$ cat config.mk
export PLATFORM = sky130hd
export DESIGN_NAME = utf8_validate_and_repair
export DESIGN_NICKNAME = d
export VERILOG_FILES = /design/src/rtl/utfv_pkg.sv /design/src/rtl/utfv_front.sv /design/src/rtl/utfv_queue.sv /design/src/rtl/utfv_back.sv /design/src/rtl/utf8_validate_and_repair.sv
export SDC_FILE = /design/constraint.sdc
export NUM_CORES = 1
export LEC_CHECK = 0
export BUFFER_PORTS_ARGS = -buffer_cell sky130_fd_sc_hd__buf_2
export CORE_MARGIN = 1.5
export CORE_UTILIZATION = 54
export DETAILED_ROUTE_END_ITERATION = 7
export PLACE_DENSITY = 0.75
export SLEW_MARGIN = 40
export SYNTH_ARGS = -nofsm -noshare
export SYNTH_HDL_FRONTEND = slang
export SYNTH_SLANG_ARGS = --single-unit
$ cat constraint.sdc
create_clock -name i_clk -period 2.4 [get_ports i_clk]
set_input_delay 0.12 -clock i_clk [delete_from_list [all_inputs] [get_ports i_clk]]
set_output_delay 0.12 -clock i_clk [all_outputs]
set_load 0.02 [all_outputs]
$ cat src/rtl/utfv_pkg.sv
`default_nettype none
package utfv_pkg;

    localparam int unsigned QDepth = 4;
    localparam int unsigned QAw    = $clog2(QDepth);

    localparam logic [7:0] AsciiMax   = 8'h7f;
    localparam logic [7:0] Mask2      = 8'he0;
    localparam logic [7:0] Lead2      = 8'hc0;
    localparam logic [7:0] Mask3      = 8'hf0;
    localparam logic [7:0] Lead3      = 8'he0;
    localparam logic [7:0] Mask4      = 8'hf8;
    localparam logic [7:0] Lead4      = 8'hf0;
    localparam logic [7:0] ContMask   = 8'hc0;
    localparam logic [7:0] ContPat    = 8'h80;
    localparam logic [7:0] EdLead     = 8'hed;
    localparam logic [7:0] SurrMask   = 8'ha0;
    localparam logic [7:0] RepairByte = 8'h80;

    // one to two results produced by one accepted byte; last/valid belong
    // to the final result of the group
    typedef struct packed {
        logic       two;
        logic [7:0] byte0;
        logic [7:0] byte1;
        logic       last;
        logic       valid;
    } t_group;

    // queue read side, seen by the back end
    typedef struct packed {
        logic   empty;
        t_group data;
    } t_q_rd;

endpackage
`default_nettype wire

$ cat src/rtl/utfv_front.sv
`default_nettype none
module utfv_front (
    input  wire                  i_clk,
    input  wire                  i_rst_n,
    input  wire                  i_accept,
    input  wire [7:0]            i_in_byte,
    input  wire                  i_in_last,
    output logic                 o_q_push,
    output utfv_pkg::t_group     o_q_data
);

    logic [1:0] r_pend, n_pend;
    logic       r_held, n_held;
    logic       r_err,  n_err;

    logic       first_en;
    logic [7:0] first_byte;
    logic       second_en;
    logic [7:0] second_byte;
    logic [1:0] pend_a;
    logic       err_a;

    always_comb begin
        first_en    = r_held;
        first_byte  = utfv_pkg::EdLead;
        pend_a      = r_pend;
        err_a       = r_err;
        second_en   = 1'b1;
        second_byte = i_in_byte;
        n_held      = 1'b0;

        // held ED resolved by the byte that follows it
        if (r_held) begin
            if ((i_in_byte & utfv_pkg::SurrMask) == utfv_pkg::SurrMask) begin
                err_a      = 1'b1;
                pend_a     = 2'd0;
                first_byte = utfv_pkg::RepairByte;
            end else begin
                pend_a = 2'd2;
            end
        end

        n_pend = pend_a;
        n_err  = err_a;

        if (pend_a != 2'd0) begin
            n_pend = pend_a - 2'd1;
            if ((i_in_byte & utfv_pkg::ContMask) != utfv_pkg::ContPat) begin
                n_err       = 1'b1;
                second_byte = utfv_pkg::RepairByte;
            end
        end else if (i_in_byte == utfv_pkg::EdLead && !i_in_last) begin
            n_held    = 1'b1;
            second_en = 1'b0;
        end else if (i_in_byte <= utfv_pkg::AsciiMax) begin
            n_pend = 2'd0;
        end else if ((i_in_byte & utfv_pkg::Mask2) == utfv_pkg::Lead2) begin
            n_pend = 2'd1;
        end else if ((i_in_byte & utfv_pkg::Mask3) == utfv_pkg::Lead3) begin
            n_pend = 2'd2;
        end else if ((i_in_byte & utfv_pkg::Mask4) == utfv_pkg::Lead4) begin
            n_pend = 2'd3;
        end else begin
            n_pend      = 2'd0;
            n_err       = 1'b1;
            second_byte = utfv_pkg::RepairByte;
        end

        o_q_data.two   = first_en && second_en;
        o_q_data.byte0 = first_en ? first_byte : second_byte;
        o_q_data.byte1 = second_byte;
        o_q_data.last  = i_in_last;
        o_q_data.valid = i_in_last && !n_err && (n_pend == 2'd0);
        o_q_push       = i_accept && (first_en || second_en);
    end

    always_ff @(posedge i_clk) begin
        if (!i_rst_n) begin
            r_pend <= 2'd0;
            r_held <= 1'b0;
            r_err  <= 1'b0;
        end else if (i_accept) begin
            if (i_in_last) begin
                r_pend <= 2'd0;
                r_held <= 1'b0;
                r_err  <= 1'b0;
            end else begin
                r_pend <= n_pend;
                r_held <= n_held;
                r_err  <= n_err;
            end
        end
    end

    // an ED is only held from the idle lead position
    a_held_no_pend: assert property (@(posedge i_clk) disable iff (!i_rst_n)
        r_held |-> (r_pend == 2'd0))
        else $error("ED held with continuations pending");

    // a final byte always yields a result
    a_last_pushes: assert property (@(posedge i_clk) disable iff (!i_rst_n)
        (i_accept && i_in_last) |-> o_q_push)
        else $error("final byte produced no result");

    // message boundary clears all state
    a_last_clears: assert property (@(posedge i_clk) disable iff (!i_rst_n)
        (i_accept && i_in_last) |=> (r_pend == 2'd0 && !r_held && !r_err))
        else $error("state survived end of message");

endmodule
`default_nettype wire

$ cat src/rtl/utfv_queue.sv
`default_nettype none
module utfv_queue (
    input  wire                  i_clk,
    input  wire                  i_rst_n,
    input  wire                  i_push,
    input  wire utfv_pkg::t_group i_data,
    input  wire                  i_pop,
    output logic                 o_full,
    output utfv_pkg::t_q_rd      o_rd
);

    utfv_pkg::t_group r_mem [utfv_pkg::QDepth];

    logic [utfv_pkg::QAw:0] r_wr, r_rd, r_cnt;
    logic                   do_pop;

    assign o_full       = (r_cnt == (utfv_pkg::QAw+1)'(utfv_pkg::QDepth));
    assign o_rd.empty   = (r_cnt == '0);
    assign o_rd.data    = r_mem[r_rd[utfv_pkg::QAw-1:0]];
    assign do_pop       = i_pop && !o_rd.empty;

    always_ff @(posedge i_clk) begin
        if (i_push) begin
            r_mem[r_wr[utfv_pkg::QAw-1:0]] <= i_data;
        end
    end

    always_ff @(posedge i_clk) begin
        if (!i_rst_n) begin
            r_wr  <= '0;
            r_rd  <= '0;
            r_cnt <= '0;
        end else begin
            if (i_push) begin
                r_wr <= r_wr + 1'b1;
            end
            if (do_pop) begin
                r_rd <= r_rd + 1'b1;
            end
            if (i_push && !do_pop) begin
                r_cnt <= r_cnt + 1'b1;
            end else if (!i_push && do_pop) begin
                r_cnt <= r_cnt - 1'b1;
            end
        end
    end

    a_no_overflow: assert property (@(posedge i_clk) disable iff (!i_rst_n)
        i_push |-> !o_full)
        else $error("queue written while full");

    a_cnt_bound: assert property (@(posedge i_clk) disable iff (!i_rst_n)
        r_cnt <= (utfv_pkg::QAw+1)'(utfv_pkg::QDepth))
        else $error("queue count out of range");

    a_cnt_ptrs: assert property (@(posedge i_clk) disable iff (!i_rst_n)
        r_cnt == (r_wr - r_rd))
        else $error("queue count disagrees with pointers");

endmodule
`default_nettype wire

$ cat src/rtl/utfv_back.sv
`default_nettype none
module utfv_back (
    input  wire                  i_clk,
    input  wire                  i_rst_n,
    input  wire utfv_pkg::t_q_rd i_rd,
    output logic                 o_q_pop,
    input  wire                  i_pop,
    output logic                 o_empty,
    output logic [7:0]           o_out_byte,
    output logic                 o_out_last,
    output logic                 o_msg_valid
);

    utfv_pkg::t_group r_grp;
    logic             r_vld;
    logic             r_sel;
    logic             final_res;
    logic             take;

    assign final_res   = !r_grp.two || r_sel;
    assign o_empty     = !r_vld;
    assign o_out_byte  = r_sel ? r_grp.byte1 : r_grp.byte0;
    assign o_out_last  = final_res && r_grp.last;
    assign o_msg_valid = final_res && r_grp.last && r_grp.valid;

    // load a new group once the current one is fully delivered
    assign take    = !r_vld || (i_pop && final_res);
    assign o_q_pop = take && !i_rd.empty;

    always_ff @(posedge i_clk) begin
        if (o_q_pop) begin
            r_grp <= i_rd.data;
        end
    end

    always_ff @(posedge i_clk) begin
        if (!i_rst_n) begin
            r_vld <= 1'b0;
            r_sel <= 1'b0;
        end else if (take) begin
            r_vld <= !i_rd.empty;
            r_sel <= 1'b0;
        end else if (i_pop) begin
            r_sel <= 1'b1;
        end
    end

    a_sel_two: assert property (@(posedge i_clk) disable iff (!i_rst_n)
        (r_vld && r_sel) |-> r_grp.two)
        else $error("second slot shown for single group");

    a_valid_on_last: assert property (@(posedge i_clk) disable iff (!i_rst_n)
        o_msg_valid |-> o_out_last)
        else $error("verdict outside final result");

    a_sel_step: assert property (@(posedge i_clk) disable iff (!i_rst_n)
        (r_vld && !r_sel && r_grp.two && i_pop) |=> (r_vld && r_sel))
        else $error("second result of group skipped");

endmodule
`default_nettype wire

$ cat src/rtl/utf8_validate_and_repair.sv
// Channel   Direction  Handshake (accept when)     Payload
// input     in         i_push  && !o_full          i_in_byte, i_in_last
// result    out        i_pop   && !o_empty         o_out_byte, o_out_last, o_msg_valid
//
// One byte accepted per cycle while o_full is low; each byte yields zero, one or two
// results, which are queued and then registered in the back end. With i_pop high the
// output delivers one a cycle, so surrogate-resolving ED pairs drain at one per cycle.
// Reset is synchronous, active low, and clears the lead state and the queue.
// o_full rises when the four-group queue between front and back fills.
`default_nettype none
module utf8_validate_and_repair (
    input  wire        i_clk,
    input  wire        i_rst_n,
    input  wire        i_push,
    output logic       o_full,
    input  wire [7:0]  i_in_byte,
    input  wire        i_in_last,
    input  wire        i_pop,
    output logic       o_empty,
    output logic [7:0] o_out_byte,
    output logic       o_out_last,
    output logic       o_msg_valid
);

    logic              accept;
    logic              q_push;
    logic              q_pop;
    utfv_pkg::t_group  q_wdata;
    utfv_pkg::t_q_rd   q_rd;

    assign accept = i_push && !o_full;

    utfv_front u_front (
        .i_clk     (i_clk),
        .i_rst_n   (i_rst_n),
        .i_accept  (accept),
        .i_in_byte (i_in_byte),
        .i_in_last (i_in_last),
        .o_q_push  (q_push),
        .o_q_data  (q_wdata)
    );

    utfv_queue u_queue (
        .i_clk   (i_clk),
        .i_rst_n (i_rst_n),
        .i_push  (q_push),
        .i_data  (q_wdata),
        .i_pop   (q_pop),
        .o_full  (o_full),
        .o_rd    (q_rd)
    );

    utfv_back u_back (
        .i_clk       (i_clk),
        .i_rst_n     (i_rst_n),
        .i_rd        (q_rd),
        .o_q_pop     (q_pop),
        .i_pop       (i_pop),
        .o_empty     (o_empty),
        .o_out_byte  (o_out_byte),
        .o_out_last  (o_out_last),
        .o_msg_valid (o_msg_valid)
    );

endmodule
`default_nettype wire
==> metrics.txt <==
hold slack 0.0531 ns; Syn Nets 279; PortBufs 24; clock skew 0.00587 ns; DR DRC count 0; Async S/R FF share, synth 0; first-pass GRT wire length 11600 um; Cell Area, Synth 0.00443 mm2; Routed Wire Length 7230 um; die width 93.6 um; Yosys top cell by area edfxtp_1; Pleak 1.76 nW; DP HPWL 4590 um; commonest non-fill, non-tap cell in the layout edfxtp_1; top post-synthesis cells by area edfxtp_1, mux4_2, dfxtp_1, mux2_2, ha_1; DR WL/cell 17.6 um; unrepaired setup endpoints after global routing yes; layout cell share with drive strength beyond 1 0.333; Slew Limit Fails 0; Hold Crit Endpoint u_back.r_sel$_SDFFE_PP0P_; die area 0.00876 mm2; clk slew on worst S/H paths 0.10 ns; YS warnings 0; R2R setup slack 0.005 ns; number of DRC markers in iteration 0 177; Max Cap Viol 0; number of diodes 0; Cell Area, Placed 0.00477 mm2; Syn Area/Cell 17.1 um2; GRT overflow 0; Bufs on Longest Clock Path 2; kind of critical path register to register; vias in the first global route 2268; Final #Nets 324; Distinct cells, synth 46; share of the synthesized area in the top cell type 0.644; WP data arrival 2.69 ns; via count 2304; most frequent cells in the layout edfxtp_1, buf_2, mux4_2, buf_4, nand2_1; synthesis-stage register bit count 108; type of the worst min-delay path input port to register; largest net degree at the start of global routing 23; Die Height 93.6 um; Max FO, Critical Path 4; r2r startpoint u_front.first_en$_SDFFE_PN0P_; CTS root buf clkbuf_8; ys flop type edfxtp_1; reg2reg path depth 12; Ports 25; Hold Fails Final Rpt 0; worst hold path depth 3; Slew @ Worst Pin 0.551 ns; Hold Buf Count CTS 0; Gate Count Post-Synth 259; Placeable Area 0.00785 mm2; global-route usage over all layers 0.185; initial core utilization 0.565; Slew headroom 0.632; HP Start i_pop; GPL Wtd Cong 0.901; first drt pass iteration count 4; cts bufs inserted 9; Layout Utilization 0.639; EDFF count, synth 95; outcome complete, no violations; maximum vdd drop 0.000487 V; Finish-stage setup viols 0; Cell Pwr Density 1020 mW/mm2; final antenna-violating net count 0; site row count 32; critical path required time 2.70 ns; post-route cell area 0.00502 mm2; clock sinks 108; R2R Path End u_queue.r_cnt[2]$_SDFFE_PN0P_; initial antenna violation count 0; synthesis-to-finish area growth 13.2%; worst setup path startpoint u_front.first_en$_SDFFE_PN0P_; clock latency on the worst-skew pair 0.36 ns; CP endpoint kind register; post-route minimum period 2.39 ns; fmax 418 MHz; critical path launch point type register; final worst path period share 0.998; post-synthesis sequential area ratio 0.702; vias per cell 5.61; H-Tree Depth 3; CTS tree yes; FILL cells 594
==> what timing repair did <==
item / in CTS / in global routing
hold endpoints to repair: 0 / 0
endpoints found under the setup margin: 1 / 2
pin swaps: 5 / 4
resized for setup: 5 / 2
buffers inserted: 1 / 1
==> worst max-delay path, cell delays in order (launching register included) <==
cell      delay [ns]
dfxtp_2         0.35
and3_4          0.15
o21bai_4        0.18
ha_4            0.16
nand4_1         0.13
nor4_4          0.06
a21boi_2        0.16
ha_2            0.21
inv_2           0.04
fa_2            0.33
xor2_1          0.15
or3_1           0.30
a21oi_1         0.12
==> flip-flops by register name, summed over array words and instances (netlist names) <==
register / count
u_front.first_en: 1
u_queue.r_rd: 2
u_back.r_sel: 1
u_front.r_err: 1
u_queue.r_wr: 2
u_queue.r_cnt: 3
u_back.r_grp: 19
u_queue.r_mem: 76
u_front.r_pend: 2
u_back.r_vld: 1
==> metal layers <==
layer  part of all wire  global-route usage
met5                  0                   0
met4              0.021              0.0821
met3              0.035              0.0439
met2               0.48               0.280
met1               0.46               0.257
==> worst max-delay path by stage <==
stage,to,slack (ns),cells after the start
floorplan,u_queue.r_cnt[2]$_SDFFE_PN0P_,-0.17,13
global placement,u_queue.r_cnt[2]$_SDFFE_PN0P_,0.03,12
detailed placement,u_queue.r_cnt[2]$_SDFFE_PN0P_,-0.03,12
CTS,u_queue.r_cnt[2]$_SDFFE_PN0P_,-0.07,12
global route,u_queue.r_cnt[2]$_SDFFE_PN0P_,-0.11,12
finish,u_queue.r_cnt[2]$_SDFFE_PN0P_,0.005,12
==> cell type report <==
cell class              count  area [um2]  area share
flip-flops and latches    108        3120       0.621
multi-input cells         131        1270       0.253
repair buffers             43         263      0.0524
well taps                 102         128      0.0254
clock buffers               9         124      0.0247
clock inverters             7        73.8      0.0147
inverters                  11        41.3     0.00823
==> Yosys cell counts, types with 2 or more instances <==
cell	number
edfxtp_1	95
or3_1	2
a21boi_0	5
xor2_1	2
nand2b_1	2
a22o_1	2
inv_1	11
o21ai_0	7
mux2i_1	4
and3_1	2
nand4_1	2
o22ai_1	2
and2_1	10
clkbuf_1	4
buf_2	4
a211oi_1	2
ha_1	6
nor2b_1	3
mux2_2	8
dfxtp_1	13
mux4_2	19
a21oi_1	7
nand3_1	4
nand2_1	14
nor2_1	8
==> metrics by stage <==
stage / cells / power [mW] / setup slack [ns] / setup TNS [ns]
after floorplan: 259 / 3.67 / -0.174 / -0.174
after global placement: 393 / 4.04 / 0.0327 / 0
after detailed placement: 393 / 4.07 / -0.0315 / -0.0315
after CTS: 410 / 5.15 / -0.0661 / -0.0661
after global routing: 411 / 5.38 / -0.112 / -0.112
final: 411 / 5.09 / 0.00539 / 0
==> cells by family after synthesis <==
logic type | count (synthesis) | synth area share
xor gates and xnor gates | 2 | 0.00395
and+or+nand+nor | 58 | 0.0771
muxes | 31 | 0.126
adders and majority gates | 7 | 0.0215
buffers and inverters | 20 | 0.0189
AOI/OAI and AO/OA | 33 | 0.0503
DFF | 108 | 0.702
==> where the power goes <==
group / total, mW / internal [mW] / switching (mW)
Clock: 1.08 / 0.488 / 0.594
Combinational: 1.36 / 0.634 / 0.731
Sequential: 2.65 / 2.51 / 0.137
Total: 5.09 / 3.63 / 1.46
(Power assumes the default switching activity.)
